### src/hw/rtl/nps_pkg.sv
`default_nettype none

package nps_pkg;

    // defaults for the top-level parameters
    localparam int MAX_POINTS_DEF = 64;
    localparam int COORD_BITS_DEF = 16;

    // command codes (input tuser)
    localparam logic [1:0] CMD_CLEAR = 2'd0;
    localparam logic [1:0] CMD_LOAD  = 2'd1;
    localparam logic [1:0] CMD_QUERY = 2'd2;

    // status codes (output tuser)
    localparam logic [1:0] ST_OK    = 2'd0;
    localparam logic [1:0] ST_EMPTY = 2'd1;
    localparam logic [1:0] ST_FULL  = 2'd2;

    // control that rides alongside each point through the scan pipe
    typedef struct packed {
        logic valid;
        logic first;
        logic last;
    } t_nps_tag;

endpackage

`default_nettype wire

### src/hw/rtl/nps_store.sv
`default_nettype none

// Point memory: one write port, one registered read port.
module nps_store #(
    parameter int MAX_POINTS = nps_pkg::MAX_POINTS_DEF,
    parameter int COORD_BITS = nps_pkg::COORD_BITS_DEF,
    localparam int IDX_W     = (MAX_POINTS > 1) ? $clog2(MAX_POINTS) : 1,
    localparam int PT_W      = 2 * COORD_BITS
) (
    input  wire                    i_clk,
    input  wire                    i_rst_n,
    input  wire                    i_wr_en,
    input  wire [IDX_W-1:0]        i_wr_addr,
    input  wire [PT_W-1:0]         i_wr_data,
    input  wire [IDX_W-1:0]        i_rd_addr,
    input  nps_pkg::t_nps_tag      i_rd_tag,
    output logic [PT_W-1:0]        o_rd_data,
    output nps_pkg::t_nps_tag      o_rd_tag
);

    logic [PT_W-1:0]   r_mem [MAX_POINTS];
    logic [PT_W-1:0]   r_rd_data;
    nps_pkg::t_nps_tag r_rd_tag;

    always_ff @(posedge i_clk) begin
        if (i_wr_en) begin
            r_mem[i_wr_addr] <= i_wr_data;
        end
        r_rd_data <= r_mem[i_rd_addr];
    end

    always_ff @(posedge i_clk) begin
        if (!i_rst_n) begin
            r_rd_tag <= '0;
        end else begin
            r_rd_tag <= i_rd_tag;
        end
    end

    assign o_rd_data = r_rd_data;
    assign o_rd_tag  = r_rd_tag;

endmodule

`default_nettype wire

### src/hw/rtl/nps_dist_unit.sv
`default_nettype none

// Squared-distance unit, three stages: |diff|, square, sum.
module nps_dist_unit #(
    parameter int COORD_BITS = nps_pkg::COORD_BITS_DEF,
    localparam int PT_W      = 2 * COORD_BITS,
    localparam int SQ_W      = 2 * COORD_BITS,
    localparam int DIST_W    = 2 * COORD_BITS + 1
) (
    input  wire                    i_clk,
    input  wire                    i_rst_n,
    input  wire [COORD_BITS-1:0]   i_q_x,
    input  wire [COORD_BITS-1:0]   i_q_y,
    input  wire [PT_W-1:0]         i_pt,
    input  nps_pkg::t_nps_tag      i_tag,
    output logic [PT_W-1:0]        o_pt,
    output logic [DIST_W-1:0]      o_dist,
    output nps_pkg::t_nps_tag      o_tag
);

    logic signed [COORD_BITS:0] w_diff_x;
    logic signed [COORD_BITS:0] w_diff_y;
    logic        [COORD_BITS:0] w_abs_x;
    logic        [COORD_BITS:0] w_abs_y;

    logic [COORD_BITS-1:0] r1_dx;
    logic [COORD_BITS-1:0] r1_dy;
    logic [PT_W-1:0]       r1_pt;
    logic [SQ_W-1:0]       r2_sx;
    logic [SQ_W-1:0]       r2_sy;
    logic [PT_W-1:0]       r2_pt;
    logic [DIST_W-1:0]     r3_dist;
    logic [PT_W-1:0]       r3_pt;

    nps_pkg::t_nps_tag r1_tag;
    nps_pkg::t_nps_tag r2_tag;
    nps_pkg::t_nps_tag r3_tag;

    // difference of two signed coords fits COORD_BITS+1 signed; magnitude fits COORD_BITS
    always_comb begin
        w_diff_x = signed'({i_pt[COORD_BITS-1], i_pt[COORD_BITS-1:0]})
                 - signed'({i_q_x[COORD_BITS-1], i_q_x});
        w_diff_y = signed'({i_pt[PT_W-1], i_pt[PT_W-1:COORD_BITS]})
                 - signed'({i_q_y[COORD_BITS-1], i_q_y});
        w_abs_x  = w_diff_x[COORD_BITS] ? unsigned'(-w_diff_x) : unsigned'(w_diff_x);
        w_abs_y  = w_diff_y[COORD_BITS] ? unsigned'(-w_diff_y) : unsigned'(w_diff_y);
    end

    always_ff @(posedge i_clk) begin
        r1_dx   <= w_abs_x[COORD_BITS-1:0];
        r1_dy   <= w_abs_y[COORD_BITS-1:0];
        r1_pt   <= i_pt;
        r2_sx   <= r1_dx * r1_dx;
        r2_sy   <= r1_dy * r1_dy;
        r2_pt   <= r1_pt;
        r3_dist <= {1'b0, r2_sx} + {1'b0, r2_sy};
        r3_pt   <= r2_pt;
    end

    always_ff @(posedge i_clk) begin
        if (!i_rst_n) begin
            r1_tag <= '0;
            r2_tag <= '0;
            r3_tag <= '0;
        end else begin
            r1_tag <= i_tag;
            r2_tag <= r1_tag;
            r3_tag <= r2_tag;
        end
    end

    assign o_pt   = r3_pt;
    assign o_dist = r3_dist;
    assign o_tag  = r3_tag;

endmodule

`default_nettype wire

### src/hw/rtl/nearest_point_search.sv
`default_nettype none

// Results: clear, load and a query on an empty store give their result in the cycle after the
// request is taken; a query over N stored points gives it once its last point has passed
// the memory read register and the distance unit. One request at a time: a query holds the
// block until its scan ends, the read port and distance unit taking one stored point per cycle.
// Reset (synchronous, active low) empties the store and idles the block; memory not cleared.
module nearest_point_search #(
    parameter int MAX_POINTS = nps_pkg::MAX_POINTS_DEF,
    parameter int COORD_BITS = nps_pkg::COORD_BITS_DEF,
    localparam int IDX_W     = (MAX_POINTS > 1) ? $clog2(MAX_POINTS) : 1,
    localparam int CNT_W     = $clog2(MAX_POINTS + 1),
    localparam int PT_W      = 2 * COORD_BITS,
    localparam int DIST_W    = 2 * COORD_BITS + 1,
    localparam int IN_W      = ((PT_W + 7) / 8) * 8,
    localparam int OUT_W     = ((PT_W + DIST_W + 7) / 8) * 8
) (
    input  wire              i_clk,
    input  wire              i_rst_n,
    // request channel
    input  wire              i_s_axis_tvalid,
    output logic             o_s_axis_tready,
    input  wire [IN_W-1:0]   i_s_axis_tdata,   // x_coord, y_coord, zero pad
    input  wire [1:0]        i_s_axis_tuser,   // cmd
    // result channel
    output logic             o_m_axis_tvalid,
    input  wire              i_m_axis_tready,
    output logic [OUT_W-1:0] o_m_axis_tdata,   // closest_x, closest_y, distance_sq, zero pad
    output logic [1:0]       o_m_axis_tuser    // status
);

    typedef enum logic [1:0] {
        S_IDLE = 2'b01,
        S_SCAN = 2'b10
    } t_state;

    t_state r_state, n_state;

    logic [CNT_W-1:0]      r_count, n_count;   // points held
    logic [CNT_W-1:0]      r_issue, n_issue;   // next entry to read during a scan
    logic [COORD_BITS-1:0] r_q_x, n_q_x;
    logic [COORD_BITS-1:0] r_q_y, n_q_y;
    logic [DIST_W-1:0]     r_best_d, n_best_d;
    logic [PT_W-1:0]       r_best_pt, n_best_pt;

    // output register
    logic                  r_m_valid, n_m_valid;
    logic [COORD_BITS-1:0] r_out_x, n_out_x;
    logic [COORD_BITS-1:0] r_out_y, n_out_y;
    logic [DIST_W-1:0]     r_out_d, n_out_d;
    logic [1:0]            r_out_st, n_out_st;

    logic                  w_accept;
    logic [1:0]            w_cmd;
    logic [COORD_BITS-1:0] w_in_x;
    logic [COORD_BITS-1:0] w_in_y;
    logic                  w_full;
    logic                  w_wr_en;
    logic                  w_issue;
    logic                  w_take;

    nps_pkg::t_nps_tag     w_rd_tag;
    nps_pkg::t_nps_tag     w_mem_tag;
    nps_pkg::t_nps_tag     w_dist_tag;
    logic [PT_W-1:0]       w_mem_pt;
    logic [PT_W-1:0]       w_dist_pt;
    logic [DIST_W-1:0]     w_dist_d;

    // a new request is taken only when idle and the result slot is free or draining
    assign o_s_axis_tready = (r_state == S_IDLE) && (!r_m_valid || i_m_axis_tready);
    assign w_accept        = i_s_axis_tvalid && o_s_axis_tready;

    assign w_cmd  = i_s_axis_tuser;
    assign w_in_x = i_s_axis_tdata[COORD_BITS-1:0];
    assign w_in_y = i_s_axis_tdata[PT_W-1:COORD_BITS];

    assign w_full  = (r_count >= CNT_W'(MAX_POINTS));
    assign w_wr_en = w_accept && (w_cmd == nps_pkg::CMD_LOAD) && !w_full;

    // scan issue: one memory read per cycle, tagged first and last
    assign w_issue        = (r_state == S_SCAN) && (r_issue != r_count);
    assign w_rd_tag.valid = w_issue;
    assign w_rd_tag.first = (r_issue == '0);
    assign w_rd_tag.last  = (r_issue == (r_count - CNT_W'(1)));

    nps_store #(
        .MAX_POINTS (MAX_POINTS),
        .COORD_BITS (COORD_BITS)
    ) u_store (
        .i_clk     (i_clk),
        .i_rst_n   (i_rst_n),
        .i_wr_en   (w_wr_en),
        .i_wr_addr (r_count[IDX_W-1:0]),
        .i_wr_data ({w_in_y, w_in_x}),
        .i_rd_addr (r_issue[IDX_W-1:0]),
        .i_rd_tag  (w_rd_tag),
        .o_rd_data (w_mem_pt),
        .o_rd_tag  (w_mem_tag)
    );

    nps_dist_unit #(
        .COORD_BITS (COORD_BITS)
    ) u_dist (
        .i_clk   (i_clk),
        .i_rst_n (i_rst_n),
        .i_q_x   (r_q_x),
        .i_q_y   (r_q_y),
        .i_pt    (w_mem_pt),
        .i_tag   (w_mem_tag),
        .o_pt    (w_dist_pt),
        .o_dist  (w_dist_d),
        .o_tag   (w_dist_tag)
    );

    // strict less-than keeps the earliest point on a tie
    assign w_take = w_dist_tag.valid && (w_dist_tag.first || (w_dist_d < r_best_d));

    always_comb begin
        n_state   = r_state;
        n_count   = r_count;
        n_issue   = r_issue;
        n_q_x     = r_q_x;
        n_q_y     = r_q_y;
        n_best_d  = r_best_d;
        n_best_pt = r_best_pt;
        n_m_valid = r_m_valid && !i_m_axis_tready;
        n_out_x   = r_out_x;
        n_out_y   = r_out_y;
        n_out_d   = r_out_d;
        n_out_st  = r_out_st;

        if (w_issue) begin
            n_issue = r_issue + CNT_W'(1);
        end

        if (w_take) begin
            n_best_d  = w_dist_d;
            n_best_pt = w_dist_pt;
        end

        if (w_accept) begin
            n_m_valid = 1'b1;
            n_out_x   = '0;
            n_out_y   = '0;
            n_out_d   = '0;
            n_out_st  = nps_pkg::ST_OK;
            unique case (w_cmd)
                nps_pkg::CMD_CLEAR: begin
                    n_count = '0;
                end
                nps_pkg::CMD_LOAD: begin
                    if (w_full) begin
                        n_out_st = nps_pkg::ST_FULL;
                    end else begin
                        n_count = r_count + CNT_W'(1);
                    end
                end
                nps_pkg::CMD_QUERY: begin
                    if (r_count == '0) begin
                        n_out_st = nps_pkg::ST_EMPTY;
                    end else begin
                        // result comes at the end of the scan
                        n_m_valid = 1'b0;
                        n_state   = S_SCAN;
                        n_issue   = '0;
                        n_q_x     = w_in_x;
                        n_q_y     = w_in_y;
                    end
                end
                default: begin
                    // unused code: no state change, plain ok result
                end
            endcase
        end

        // last point out of the distance unit: publish the winner
        if (w_dist_tag.valid && w_dist_tag.last) begin
            n_state   = S_IDLE;
            n_m_valid = 1'b1;
            n_out_x   = n_best_pt[COORD_BITS-1:0];
            n_out_y   = n_best_pt[PT_W-1:COORD_BITS];
            n_out_d   = n_best_d;
            n_out_st  = nps_pkg::ST_OK;
        end
    end

    always_ff @(posedge i_clk) begin
        if (!i_rst_n) begin
            r_state   <= S_IDLE;
            r_count   <= '0;
            r_issue   <= '0;
            r_m_valid <= 1'b0;
        end else begin
            r_state   <= n_state;
            r_count   <= n_count;
            r_issue   <= n_issue;
            r_m_valid <= n_m_valid;
        end
    end

    always_ff @(posedge i_clk) begin
        r_q_x     <= n_q_x;
        r_q_y     <= n_q_y;
        r_best_d  <= n_best_d;
        r_best_pt <= n_best_pt;
        r_out_x   <= n_out_x;
        r_out_y   <= n_out_y;
        r_out_d   <= n_out_d;
        r_out_st  <= n_out_st;
    end

    assign o_m_axis_tvalid = r_m_valid;
    assign o_m_axis_tdata  = OUT_W'({r_out_d, r_out_y, r_out_x});
    assign o_m_axis_tuser  = r_out_st;

`ifndef ASSERT_OFF
    // nothing may leave the distance unit once the block is idle
    a_no_stray_point: assert property (@(posedge i_clk) disable iff (!i_rst_n)
        (r_state == S_IDLE) |-> !w_dist_tag.valid)
        else $error("distance unit output while idle");

    // the fill count never passes the store depth
    a_count_bound: assert property (@(posedge i_clk) disable iff (!i_rst_n)
        r_count <= CNT_W'(MAX_POINTS))
        else $error("point count beyond store depth");

    // a finished query never overwrites a result still waiting
    a_slot_free: assert property (@(posedge i_clk) disable iff (!i_rst_n)
        (w_dist_tag.valid && w_dist_tag.last) |-> (!r_m_valid || i_m_axis_tready))
        else $error("query result would overwrite pending result");

    // a query request with points held produces no result in the next cycle
    a_query_scans: assert property (@(posedge i_clk) disable iff (!i_rst_n)
        (w_accept && (w_cmd == nps_pkg::CMD_QUERY) && (r_count != '0))
        |=> (r_state == S_SCAN) && !r_m_valid)
        else $error("query did not enter scan");
`endif

endmodule

`default_nettype wire

### config.mk
export PLATFORM = sky130hd
export DESIGN_NAME = nearest_point_search
export DESIGN_NICKNAME = d
export VERILOG_FILES = /design/src/hw/rtl/nps_pkg.sv /design/src/hw/rtl/nps_store.sv /design/src/hw/rtl/nps_dist_unit.sv /design/src/hw/rtl/nearest_point_search.sv
export SDC_FILE = /design/constraint.sdc
export NUM_CORES = 2
export LEC_CHECK = 0
export BUFFER_PORTS_ARGS = -buffer_cell sky130_fd_sc_hd__clkbuf_2
export CORE_MARGIN = 2
export CORE_UTILIZATION = 50
export CTS_CLUSTER_DIAMETER = 100
export DETAILED_ROUTE_END_ITERATION = 8
export GPL_ROUTABILITY_DRIVEN = 1
export PLACE_DENSITY = 0.67
export SLEW_MARGIN = 20
export SYNTH_ARGS = -nofsm -noshare
export SYNTH_HDL_FRONTEND = slang
export SYNTH_HIERARCHICAL = 1
export SYNTH_SLANG_ARGS = --single-unit
### constraint.sdc
create_clock -name i_clk -period 13 [get_ports i_clk]
set_clock_uncertainty 0.05 [all_clocks]
set_input_delay 2.6 -clock i_clk [delete_from_list [all_inputs] [get_ports i_clk]]
set_output_delay 2.6 -clock i_clk [all_outputs]
set_load 0.02 [all_outputs]
==> results.cfg <==
[timing]
period_needed_ns = 7.05
maxSlewHeadroom_pct = 23.8
finalSetupViolCount = 0
finalHoldViolCount = 0
tightest_slew_ns = 1.14
tns_ns = 0
min_period_over_period_pct = 54.2
fmax_mhz = 142
slew_viol_final = 0
rsz0062_at_grt = no

[cts]
clkTransAtPathRegs_ns = 0.06
htree_levels = 4
clock-sinks = 2496
insertion_delay_ns = 0.91
numCtsBuffers = 241
clockBufferDepth = 3
clock-root-buffer = clkbuf_16
cts_tree = done
cts_resized = 0
cts_hold_repair.buffers = 0
cts_setup_buffers = 0

[die]
die_w_um = 474
coreArea_mm2 = 0.220
start_util_pct = 50.3
die_area_mm2 = 0.225
dieHeight_um = 474
io_pins = 114
rows = 172

[placed_design]
place.port_buffers = 106
place_inst = 9599
dp_hpwl_um = 165000
gp_congestion = 0.890

[global_route]
grt_pass1_wl_um = 401000
grt-ovfl-total = 0
antenna_found_initial = 23
grt_usage_pct = 24.4
grt_max_degree = 113
grt_pass1_vias = 59862

[route]
ant_nets = 0
wl_per_cell_um = 27.2
drt_iter0_drc = 6017
drtPass1Iterations = 6
vias = 59751
via_per_inst = 5.94
routed_wl_um = 273000
drc = 0

[power_and_ir_drop]
p_per_area_mw_per_mm2 = 238
ir_drop_uv = 604
p_leak_uw = 0.0425
intPower_uw = 18000
pwr-share-comb_pct = 44.5
power_frac_clock_pct = 23.8
netSwitchingPower_uw = 11200
p_seq_share_pct = 31.8
netSwitchingFraction_pct = 38.5

[finish]
fin_nets = 7554
fillers = 16889
drive_above_1_share_pct = 18.3
final_cells = 10059
multi_input_area_mm2 = 0.0354
area_growth_syn_to_layout_pct = 10.9
seq_area_mm2 = 0.0715

[synthesis]
synthDominantCellAreaShare_pct = 58.3
synthArstFlopShare_pct = 0
synth_area_leader_cell = edfxtp_1
synthCells = 6693
synth-edff-count = 2145
yosys-top-cells-count = edfxtp_1, inv_1, mux4_2, dfxtp_1, fa_1
synth_warnings = 6
ys_top_cells_by_area = edfxtp_1, mux4_2, dfxtp_1, fa_1, ha_1
mappedNetlistArea_mm2 = 0.110
synth-seq-cells = 2496
synth.avg_cell_area_um2 = 16.5
synthFlopType = edfxtp_1
yosys.cell_types.count = 86
synth_most_common_cell = edfxtp_1
seq_area_frac_synth_pct = 64.7

[setup_path]
cp.required_ns = 13.71
reg2reg_depth = 22
rrSetupSlack_ns = 5.95
reg2reg_from = u_dist/r1_dy[3]
crit_buf_inv = 4
r2r-end = u_dist/r2_sy[29]
worstPathArrival_ns = 7.76
cpPeakStageDelay_ns = 0.67
cpMaxStageDelayCell = dfxtp_1
cp_common_cell = fa_1
crit_chain = inv_1, nor2_1, ha_1, xor2_1, fa_1, inv_1, fa_1, fa_1, fa_1, inv_1, fa_1, inv_1, ha_1, o21ai_0, a21oi_1, a21oi_1, a21bo_2, a2111oi_0, o31ai_1, a21o_1, a21oi_1, xnor2_1
critical-path-top-delay-family = adder cells
cp-start-kind = register
path_max_fanout = 13
path_class = register to register
endpoint_kind = register

[min_path]
whs_path_depth = 0
min_to = u_dist/o_pt[0]
hold_class = register to register
worstHoldStart = u_dist/r2_pt[0]

[flow_run]
drv_cap = 0

[run_status]
status = complete, no violations
flip-flops by register name, indices dropped and copies added, names as in the netlist, 33 cells and up:
signal,flops
r_best_d,33
r_out_d,33
u_dist/o_dist,33
u_store/r_mem,2048
worst reg2reg max path, stage by stage (launching register included):
cell and delay (ns):
dfxtp_1 0.67, inv_1 0.28, nor2_1 0.27, ha_1 0.30, xor2_1 0.20, fa_1 0.55, inv_1 0.05, fa_1 0.48
fa_1 0.53, fa_1 0.54, inv_1 0.06, fa_1 0.47, inv_1 0.04, ha_1 0.33, o21ai_0 0.27, a21oi_1 0.14
a21oi_1 0.14, a21bo_2 0.27, a2111oi_0 0.55, o31ai_1 0.24, a21o_1 0.22, a21oi_1 0.19, xnor2_1 0.15
power groups by stage:
stage / registers, uW / clock network, uW / logic [uW]
final: 9280 / 6940 / 13000
after global routing: 9290 / 7360 / 14400
after CTS: 9280 / 7050 / 13200
after detailed placement: 9450 / 0 / 13100
after global placement: 9440 / 0 / 12900
after floorplan: 9320 / 0 / 8800
cells in the final DEF (no fill, tap or decap), types with 56 or more instances in the layout:
cell	instances
a21oi_1	199
a22oi_1	56
and2_1	99
buf_4	141
clkbuf_16	243
clkbuf_2	106
dfxtp_1	346
edfxtp_1	2145
fa_1	326
ha_1	305
inv_1	620
mux2i_1	70
mux4_2	470
nand2_1	318
nand3_1	83
nand4_1	133
nor2_1	168
nor2_4	64
o21ai_0	67
o22ai_1	68
o31ai_1	73
xnor2_1	103
xor2_1	56
worst max-delay path by stage:
stage	from	endpoint	cells past startpoint
floorplan	i_m_axis_tready	u_store/r_mem[48][0]	6
global route	u_dist/r1_dy[3]	u_dist/r2_sy[29]	22
global placement	u_dist/r1_dy[3]	u_dist/r2_sy[31]	22
CTS	u_dist/r1_dy[3]	u_dist/r2_sy[29]	22
finish	u_dist/r1_dy[3]	u_dist/r2_sy[29]	22
detailed placement	u_dist/r1_dy[3]	u_dist/r2_sy[31]	22
metal layers:
metal  wire (um)  part of all wire (%)  vias up  global-route usage, %
li1            -                     -    25693                      -
met1      111000                    41    31093                   33.9
met2      132000                    48     2526                   39.3
met3       21300                   7.8      431                   4.24
met4        8840                   3.2        8                   7.82
met5          46                 0.017        -                      0
final cells by class:
cell class                 instances  share of cell area (%)
sequential                      2496                    58.3
multi-input combinational       3275                    28.9
clock buffer                     309                    5.25
tap                             2958                    3.02
inverter                         620                    1.90
timing repair buffer             251                    1.36
clock inverter                   138                    1.22
antenna                           12                  0.0245
through the flow:
step	hold WS, ns	total power (uW)	setup WS [ns]	utilization (%)	area [um^2]
5_1_grt	0.244	31100	5.45	55.8	123000
2_1_floorplan	0.260	18100	6.54	-	110000
3_5_place_dp	0.262	22500	5.95	52.1	115000
4_1_cts	0.255	29500	5.94	55.8	123000
3_3_place_gp	0.262	22400	6.10	52.1	115000
6_report	0.253	29200	5.95	55.8	123000
kinds of logic (layout without fill, tap and decap cells):
group | count (synthesis) | in the layout | synth area share (%)
flip-flops | 2496 | 2496 | 64.7
AND/OR/NAND/NOR | 1099 | 1099 | 4.91
buffers and inverters | 928 | 1318 | 3.78
AO/OA/AOI/OAI | 737 | 737 | 4.49
multiplexers | 642 | 642 | 11.5
adder cells (fa/ha/maj) | 631 | 631 | 9.36
XOR/XNOR | 159 | 159 | 1.26
other | 1 | 19 | 0.00339
No activity file was read; power rests on OpenSTA's default activity.
